[config.mk]
export PLATFORM = sky130hd
export DESIGN_NAME = positional_array_list_engine
export DESIGN_NICKNAME = d
export VERILOG_FILES = /design/src/rtl/pale_pkg.sv /design/src/rtl/pale_core.sv /design/src/rtl/positional_array_list_engine.sv
export SDC_FILE = /design/constraint.sdc
export NUM_CORES = 2
export LEC_CHECK = 0
export BUFFER_PORTS_ARGS = -buffer_cell sky130_fd_sc_hd__buf_2
export CORE_MARGIN = 8
export CORE_UTILIZATION = 35
export CTS_CLUSTER_SIZE = 16
export DETAILED_ROUTE_END_ITERATION = 16
export GPL_TIMING_DRIVEN = 1
export PLACE_DENSITY = 0.48
export SETUP_SLACK_MARGIN = 0.1
export SLEW_MARGIN = 20
export SYNTH_ARGS = -nofsm -noshare
export SYNTH_HDL_FRONTEND = slang
export SYNTH_SLANG_ARGS = --single-unit
[constraint.sdc]
create_clock -name clk -period 6.9 [get_ports clk]
set_input_delay 0.69 -clock clk [delete_from_list [all_inputs] [get_ports clk]]
set_output_delay 0.69 -clock clk [all_outputs]
set_load 0.1 [all_outputs]
[src/rtl/pale_pkg.sv]
// ----------------------------------------------------------------------------
// pale_pkg: shared definitions for the positional array list engine
// Holds field widths, operation and status codes, and the result word type.
// ----------------------------------------------------------------------------
package pale_pkg;

  // Default list capacity.
  localparam int DEPTH_DEF = 64;

  // Field widths.
  localparam int OP_W  = 3;
  localparam int VAL_W = 32;
  localparam int POS_W = 7;
  localparam int ST_W  = 3;
  localparam int CNT_W = 7;

  // Operation codes.
  localparam logic [OP_W-1:0] OP_START   = 3'd0;
  localparam logic [OP_W-1:0] OP_APPEND  = 3'd1;
  localparam logic [OP_W-1:0] OP_DISPLAY = 3'd2;
  localparam logic [OP_W-1:0] OP_INSERT  = 3'd3;
  localparam logic [OP_W-1:0] OP_DELETE  = 3'd4;
  localparam logic [OP_W-1:0] OP_SEARCH  = 3'd5;

  // Status codes.
  localparam logic [ST_W-1:0] ST_OK       = 3'd0;
  localparam logic [ST_W-1:0] ST_EMPTY    = 3'd1;
  localparam logic [ST_W-1:0] ST_BADPOS   = 3'd2;
  localparam logic [ST_W-1:0] ST_NOTFOUND = 3'd3;
  localparam logic [ST_W-1:0] ST_FULL     = 3'd4;

  // One result word.
  typedef struct packed {
    logic [ST_W-1:0]         status;
    logic signed [VAL_W-1:0] element;
    logic [POS_W-1:0]        found_at;
    logic [CNT_W-1:0]        element_count;
    logic                    last;
  } res_t;

endpackage

[src/rtl/pale_core.sv]
// ----------------------------------------------------------------------------
// pale_core: list storage and operation sequencer
// Holds the element memory and count, and walks the memory one entry per
// read/act pair for display, search, insert shifts and delete shifts.
// ----------------------------------------------------------------------------
module pale_core #(
  parameter int DEPTH = pale_pkg::DEPTH_DEF
) (
  input  logic                           clk,
  input  logic                           rst_n,
  input  logic                           in_valid,
  output logic                           in_ready,
  input  logic [pale_pkg::OP_W-1:0]      operation,
  input  logic signed [pale_pkg::VAL_W-1:0] value,
  input  logic [pale_pkg::POS_W-1:0]     position,
  output logic                           res_valid,
  input  logic                           res_ready,
  output pale_pkg::res_t                 res
);
  import pale_pkg::*;

  localparam int AW = (DEPTH > 1) ? $clog2(DEPTH) : 1;
  localparam int CW = $clog2(DEPTH + 1);

  typedef enum logic [7:0] {
    S_IDLE    = 8'b0000_0001,
    S_CHECK   = 8'b0000_0010,
    S_READ    = 8'b0000_0100,
    S_COMPARE = 8'b0000_1000,
    S_MOVE    = 8'b0001_0000,
    S_PLACE   = 8'b0010_0000,
    S_EMIT    = 8'b0100_0000,
    S_STREAM  = 8'b1000_0000
  } state_t;

  state_t               state_r, state_nxt;
  logic [CW-1:0]        count_r, count_nxt;
  logic [AW-1:0]        idx_r, idx_nxt;
  logic [ST_W-1:0]      status_r, status_nxt;
  logic [POS_W-1:0]     found_r, found_nxt;
  logic [OP_W-1:0]      op_r;
  logic signed [VAL_W-1:0] val_r;
  logic [POS_W-1:0]     pos_r;

  // Element memory with one write port and one registered read port.
  logic signed [VAL_W-1:0] mem [DEPTH];
  logic signed [VAL_W-1:0] rd_data_r;
  logic                 mem_we, mem_re;
  logic [AW-1:0]        mem_wa, mem_ra;
  logic signed [VAL_W-1:0] mem_wd;

  logic [7:0] pos_x, cnt_x, idx_x;
  logic       stream_last;

  assign pos_x = {1'b0, pos_r};
  assign cnt_x = 8'(count_r);
  assign idx_x = 8'(idx_r);
  assign stream_last = (idx_x + 8'd1) == cnt_x;

  always_ff @(posedge clk) begin
    if (mem_we) begin
      mem[mem_wa] <= mem_wd;
    end
    if (mem_re) begin
      rd_data_r <= mem[mem_ra];
    end
  end

  // Capture the input word when it is accepted.
  always_ff @(posedge clk) begin
    if (in_valid && in_ready) begin
      op_r  <= operation;
      val_r <= value;
      pos_r <= position;
    end
  end

  // Control registers.
  always_ff @(posedge clk) begin
    if (!rst_n) begin
      state_r  <= S_IDLE;
      count_r  <= '0;
      idx_r    <= '0;
      status_r <= ST_OK;
      found_r  <= '0;
    end else begin
      state_r  <= state_nxt;
      count_r  <= count_nxt;
      idx_r    <= idx_nxt;
      status_r <= status_nxt;
      found_r  <= found_nxt;
    end
  end

  // Sequencer.
  always_comb begin
    state_nxt  = state_r;
    count_nxt  = count_r;
    idx_nxt    = idx_r;
    status_nxt = status_r;
    found_nxt  = found_r;
    mem_we     = 1'b0;
    mem_wa     = idx_r;
    mem_wd     = rd_data_r;
    mem_re     = 1'b0;
    mem_ra     = idx_r;

    unique case (state_r)
      S_IDLE: begin
        if (in_valid) begin
          state_nxt = S_CHECK;
        end
      end

      S_CHECK: begin
        status_nxt = ST_OK;
        found_nxt  = '0;
        state_nxt  = S_EMIT;
        idx_nxt    = '0;
        unique case (op_r)
          OP_START: begin
            count_nxt = '0;
          end
          OP_APPEND: begin
            if (cnt_x >= 8'(DEPTH)) begin
              status_nxt = ST_FULL;
            end else begin
              mem_we    = 1'b1;
              mem_wa    = AW'(count_r);
              mem_wd    = val_r;
              count_nxt = count_r + CW'(1);
            end
          end
          OP_DISPLAY, OP_SEARCH: begin
            if (count_r == '0) begin
              status_nxt = ST_EMPTY;
            end else begin
              state_nxt = S_READ;
            end
          end
          OP_INSERT: begin
            priority if (count_r == '0) begin
              status_nxt = ST_EMPTY;
            end else if (cnt_x >= 8'(DEPTH)) begin
              status_nxt = ST_FULL;
            end else if (pos_x < 8'd1 || pos_x > cnt_x + 8'd1) begin
              status_nxt = ST_BADPOS;
            end else if (pos_x == cnt_x + 8'd1) begin
              state_nxt = S_PLACE;
            end else begin
              idx_nxt   = AW'(count_r);
              state_nxt = S_READ;
            end
          end
          OP_DELETE: begin
            priority if (count_r == '0) begin
              status_nxt = ST_EMPTY;
            end else if (pos_x < 8'd1 || pos_x > cnt_x) begin
              status_nxt = ST_BADPOS;
            end else if (pos_x == cnt_x) begin
              count_nxt = count_r - CW'(1);
            end else begin
              idx_nxt   = AW'(pos_r - 7'd1);
              state_nxt = S_READ;
            end
          end
          default: begin
            // Unused codes produce no result.
            state_nxt = S_IDLE;
          end
        endcase
      end

      S_READ: begin
        mem_re = 1'b1;
        unique case (op_r)
          OP_INSERT: begin
            mem_ra    = idx_r - AW'(1);
            state_nxt = S_MOVE;
          end
          OP_DELETE: begin
            mem_ra    = idx_r + AW'(1);
            state_nxt = S_MOVE;
          end
          OP_DISPLAY: begin
            state_nxt = S_STREAM;
          end
          default: begin
            state_nxt = S_COMPARE;
          end
        endcase
      end

      S_COMPARE: begin
        priority if (rd_data_r == val_r) begin
          found_nxt = 7'(idx_r) + 7'd1;
          state_nxt = S_EMIT;
        end else if (stream_last) begin
          status_nxt = ST_NOTFOUND;
          state_nxt  = S_EMIT;
        end else begin
          idx_nxt   = idx_r + AW'(1);
          state_nxt = S_READ;
        end
      end

      S_MOVE: begin
        mem_we = 1'b1;
        if (op_r == OP_INSERT) begin
          if (idx_x == pos_x) begin
            state_nxt = S_PLACE;
          end else begin
            idx_nxt   = idx_r - AW'(1);
            state_nxt = S_READ;
          end
        end else begin
          if (idx_x + 8'd2 >= cnt_x) begin
            count_nxt = count_r - CW'(1);
            state_nxt = S_EMIT;
          end else begin
            idx_nxt   = idx_r + AW'(1);
            state_nxt = S_READ;
          end
        end
      end

      S_PLACE: begin
        mem_we    = 1'b1;
        mem_wa    = AW'(pos_r - 7'd1);
        mem_wd    = val_r;
        count_nxt = count_r + CW'(1);
        state_nxt = S_EMIT;
      end

      S_EMIT: begin
        if (res_ready) begin
          state_nxt = S_IDLE;
        end
      end

      S_STREAM: begin
        if (res_ready) begin
          if (stream_last) begin
            state_nxt = S_IDLE;
          end else begin
            idx_nxt   = idx_r + AW'(1);
            state_nxt = S_READ;
          end
        end
      end

      default: begin
        state_nxt = S_IDLE;
      end
    endcase
  end

  // Handshake and result word.
  assign in_ready  = (state_r == S_IDLE);
  assign res_valid = (state_r == S_EMIT) || (state_r == S_STREAM);

  always_comb begin
    res.element_count = CNT_W'(count_r);
    if (state_r == S_STREAM) begin
      res.status   = ST_OK;
      res.element  = rd_data_r;
      res.found_at = '0;
      res.last     = stream_last;
    end else begin
      res.status   = status_r;
      res.element  = '0;
      res.found_at = found_r;
      res.last     = 1'b1;
    end
  end

  // The count never passes the capacity.
  a_count_max: assert property (@(posedge clk) disable iff (!rst_n)
    cnt_x <= 8'(DEPTH))
    else $error("element count exceeds capacity");

  // A start always reports an emptied list.
  a_start_empty: assert property (@(posedge clk) disable iff (!rst_n)
    (state_r == S_EMIT && op_r == OP_START) |-> count_r == '0)
    else $error("start did not empty the list");

  // Insert shifting never moves below the target position.
  a_insert_floor: assert property (@(posedge clk) disable iff (!rst_n)
    (state_r == S_MOVE && op_r == OP_INSERT) |-> idx_x >= pos_x)
    else $error("insert shift went below target position");

  // A streamed element always lies inside the list.
  a_stream_range: assert property (@(posedge clk) disable iff (!rst_n)
    (state_r == S_STREAM) |-> idx_x < cnt_x)
    else $error("display index outside the list");

  // An accepted word is checked in the next cycle.
  a_accept_check: assert property (@(posedge clk) disable iff (!rst_n)
    (in_valid && in_ready) |=> state_r == S_CHECK)
    else $error("accepted word was not dispatched");

endmodule

[src/rtl/positional_array_list_engine.sv]
// Start, append, last-element delete and every error result pass the check and
// emit states, then the output register. Search and shifting inserts and deletes
// pass a read and a compare or move state per element, an insert then a place
// state; display streams one element per read/stream pair while out_ready holds.
// Throughput: one word at a time; the next is taken once the last result is in
// the output register. Reset clears the count; memory is not cleared.
// ----------------------------------------------------------------------------
// positional_array_list_engine: ordered list with insert, delete and search
// Top level: the list sequencer followed by an output register stage.
// ----------------------------------------------------------------------------
module positional_array_list_engine #(
  parameter int DEPTH = pale_pkg::DEPTH_DEF
) (
  input  logic                              clk,
  input  logic                              rst_n,
  input  logic                              in_valid,
  output logic                              in_ready,
  input  logic [pale_pkg::OP_W-1:0]         in_operation,
  input  logic signed [pale_pkg::VAL_W-1:0] in_value,
  input  logic [pale_pkg::POS_W-1:0]        in_position,
  output logic                              out_valid,
  input  logic                              out_ready,
  output logic [pale_pkg::ST_W-1:0]         out_status,
  output logic signed [pale_pkg::VAL_W-1:0] out_element,
  output logic [pale_pkg::POS_W-1:0]        out_found_at,
  output logic [pale_pkg::CNT_W-1:0]        out_element_count,
  output logic                              out_last
);
  import pale_pkg::*;

  logic res_valid, res_ready;
  res_t res, out_r;
  logic out_valid_r;

  pale_core #(
    .DEPTH(DEPTH)
  ) u_core (
    .clk       (clk),
    .rst_n     (rst_n),
    .in_valid  (in_valid),
    .in_ready  (in_ready),
    .operation (in_operation),
    .value     (in_value),
    .position  (in_position),
    .res_valid (res_valid),
    .res_ready (res_ready),
    .res       (res)
  );

  // Output register: loads a new word whenever it is empty or being drained.
  assign res_ready = !out_valid_r || out_ready;

  always_ff @(posedge clk) begin
    if (!rst_n) begin
      out_valid_r <= 1'b0;
    end else if (res_ready) begin
      out_valid_r <= res_valid;
    end
  end

  always_ff @(posedge clk) begin
    if (res_ready && res_valid) begin
      out_r <= res;
    end
  end

  assign out_valid         = out_valid_r;
  assign out_status        = out_r.status;
  assign out_element       = out_r.element;
  assign out_found_at      = out_r.found_at;
  assign out_element_count = out_r.element_count;
  assign out_last          = out_r.last;

endmodule

==> flow_summary.yaml <==
yosys:
  synth-seq-cells: 2204
  netlist_area_um2: 87300
  async_flop_share_pct: 0
  synth.distinct_cells: 75
  synth_top_family_by_area: "multiplexers"
  synthSimpleGateAreaFrac_pct: 6.11
  synth_fp_nets: 5341
  ys_warn_count: 0
  yosys-top-cells-area: "edfxtp_1 (75%), mux2i_1 (9.6%), o22ai_1 (1.9%)"
  synth_edf_count: 2172
  netlist_instances: 5265
  synthMuxAreaShare_pct: 10.0
  synth_top_area_cell: "edfxtp_1"
  synth_xor_area_share_pct: 0.688
  synth-compound-area-share_pct: 5.36
  syn_avg_cell_area_um2: 16.6
  synth_seq_area_share_pct: 75.4
  synthAdderAreaFrac_pct: 0.430
  synth.top_cell.area_share_pct: 74.7
  ys.flop_type: "edfxtp_1"
setup_path:
  crit_end: "u_core.rd_data_r[28]$_DFFE_PN_"
  crit_arrival_ns: 6.38
  path_class: "reg2reg"
  r2r_setup_slack_ns: 1.04
  crit_start: "u_core.idx_r[1]$_SDFFE_PN0P_"
  cp-end-kind: "flop"
  rr_startpoint: "u_core.idx_r[1]$_SDFFE_PN0P_"
  worstPathMaxFanout: 48
  timing.critical_path.from_type: "flop"
  reg2reg_to: "u_core.rd_data_r[28]$_DFFE_PN_"
  reg2regPathDepth: 14
  critical_path_required_ns: 7.42
clocking:
  htree_num_levels: 4
  post_cts_resize_count: 0
  cts-root-buf: "clkbuf_16"
  holdBufCountCts: 42
  clk_pin_slew_ns: 0.06
  cts_buffers: 227
  cts_tree: "done"
  postCtsSetupRepairBufs: 0
  clk_path_buf_depth: 3
  clock-sinks: 2204
  insertion_delay_ns: 0.88
finish:
  fin_nets: 5624
  drive_above_1_share_pct: 13.6
  mostFrequentLayoutCell: "edfxtp_1"
  syn2layout_area_growth_pct: 15.4
  regArea_um2: 65900
  num-fill-cells: 22400
  multiInputGateArea_um2: 20500
  mostFrequentLayoutCells: "edfxtp_1 (2172), mux2i_1 (838), nand2_1 (420), o22ai_1 (265), clkbuf_16 (229)"
global_routing:
  grt_pass1_wl_um: 379000
  antenna_found_initial: 19
  grt_max_degree: 105
  grt_pass1_vias: 47400
  track_usage_pct: 19.8
  gr-total-overflow: 0
sta:
  slew_viol_final: 0
  finClkSkew_ns: 0.0583
  setup_viol: 0
  rsz0062_at_grt: "false"
  layout_min_cycle_time_ns: 5.86
  period_share_pct: 84.9
  timing.slew.headroom_pct: 19.1
  fin_ws_ns: 1.04
  final_hold_viol_count: 0
  tns_ns: 0
  tightest_slew_ns: 1.20
  fmax_mhz: 171
worst_hold_path:
  hp-class: "in2reg"
  whs_path_depth: 2
drt:
  drt-pass1-iter-count: 5
  via_count: 49300
  drt_iter0_drc: 5418
  drc: 0
  vias_per_cell: 5.43
  wire_per_inst_um: 30.0
  ant_nets: 0
  routed_wirelength_um: 272000
pwr:
  p_leak_nw: 30.5
  peakVddDrop_mv: 0.283
  pwr_density_cell_nw_per_um2: 275
floorplanning:
  rows: 183
  die_area_um2: 266000
  die-height_um: 516
  die_x_um: 516
  ioPinCount: 98
  coreArea_um2: 248000
  initial_core_util_pct: 35.2
job:
  max-cap-violations: 0
placed_design:
  dp.final_hpwl_um: 162000
  routabilityCongestion: 0.850
  numPortBuffers: 97
  pre_cts_ws_ns: 1.15
status:
  status: "complete, no violations"
## sequential cells by signal (all words and copies together) (netlist names)
name               count
out_element           32
out_element_count      7
out_found_at           7
out_last               1
out_status             3
out_valid              1
u_core.count_r         7
u_core.found_r         7
u_core.idx_r           6
u_core.mem          2048
u_core.op_r            3
u_core.pos_r           7
u_core.rd_data_r      32
u_core.state_r         8
u_core.status_r        3
u_core.val_r          32
## area by class of cell
| cell class | count | area share [%] |
|---|---|---|
| Sequential cell | 2204 | 65.3 |
| Inverter | 26 | 0.0968 |
| Multi-Input combinational cell | 2721 | 20.4 |
| Clock buffer | 288 | 5.91 |
| Clock inverter | 129 | 1.11 |
| Tap cell | 3330 | 4.13 |
| Timing Repair Buffer | 368 | 3.00 |
| Antenna cell | 11 | 0.0273 |
## Yosys cell counts (all sizes together), types with 9 or more instances
cell type	number
a21oi	34
a32oi	71
and2	49
and3	10
and4	32
buf	172
clkbuf	142
dfxtp	32
edfxtp	2172
ha	30
inv	24
mux2	32
mux2i	838
nand2	424
nand3	181
nand4	77
nor2	112
nor2b	16
nor3	141
nor4	18
o21a	9
o21ai	60
o221ai	36
o22a	33
o22ai	266
o31ai	36
o41ai	64
xnor2	22
xor2	44
## worst min path at each step
stage	startpoint	to	slack, ns
2_1_floorplan	u_core.count_r[4]$_SDFFE_PN0P_	out_element_count[4]$_DFFE_PP_	0.41
3_3_place_gp	u_core.found_r[4]$_SDFFE_PN0P_	u_core.found_r[4]$_SDFFE_PN0P_	0.45
3_5_place_dp	u_core.found_r[3]$_SDFFE_PN0P_	u_core.found_r[3]$_SDFFE_PN0P_	0.45
4_1_cts	in_valid	u_core.state_r[1]$_SDFFE_PN0P_	0.08
5_1_grt	in_valid	u_core.state_r[1]$_SDFFE_PN0P_	0.13
6_report	in_valid	u_core.state_r[1]$_SDFFE_PN0P_	0.16
## through the flow
| stage | hold slack, ns | power (mW) | utilization [%] | area (um2) | std cells |
|---|---|---|---|---|---|
| floorplan | 0.406 | 15.7 | - | 87300 | 5265 |
| global placement | 0.448 | 16.2 | 37.5 | 93100 | 8600 |
| detailed placement | 0.454 | 16.2 | 37.5 | 93300 | 8607 |
| CTS | 0.0757 | 27.9 | 40.6 | 101000 | 9066 |
| global route | 0.133 | 28.5 | 40.6 | 101000 | 9068 |
| finish | 0.155 | 27.7 | 40.6 | 101000 | 9077 |
## power by group
group          internal [mW]  switching, mW
clock network           6.64           5.15
logic                  0.485          0.836
registers               14.5         0.0408
total                   21.7           6.03
## critical path, stage by stage, from the launching register on
cell and delay, ns:
dfxtp_1 0.59, inv_1 0.20, ha_1 0.44, or4_1 0.59, nand4_1 0.12, buf_4 0.29, buf_4 0.27, buf_12 0.34
buf_4 0.29, buf_4 0.49, mux2i_1 0.25, o22a_1 0.17, o221ai_1 0.15, o31ai_1 0.84, nand3_1 0.34
## logic make-up after synthesis
| logic type | Yosys count |
|---|---|
| AND/OR/NAND/NOR | 1098 |
| flip-flops | 2204 |
| XOR/XNOR | 67 |
| AO/OA/AOI/OAI | 656 |
| adder cells (fa/ha/maj) | 30 |
| buffers and inverters | 340 |
| multiplexers | 870 |
## per-layer routing
layer | share of wire (%) | global-route usage (%)
met4 | 2.4 | 4.99
met3 | 6.1 | 2.41
met2 | 45 | 30.5
met5 | 0 | 0
met1 | 47 | 29.8
Note: power is estimated with default switching activity, not from simulation.
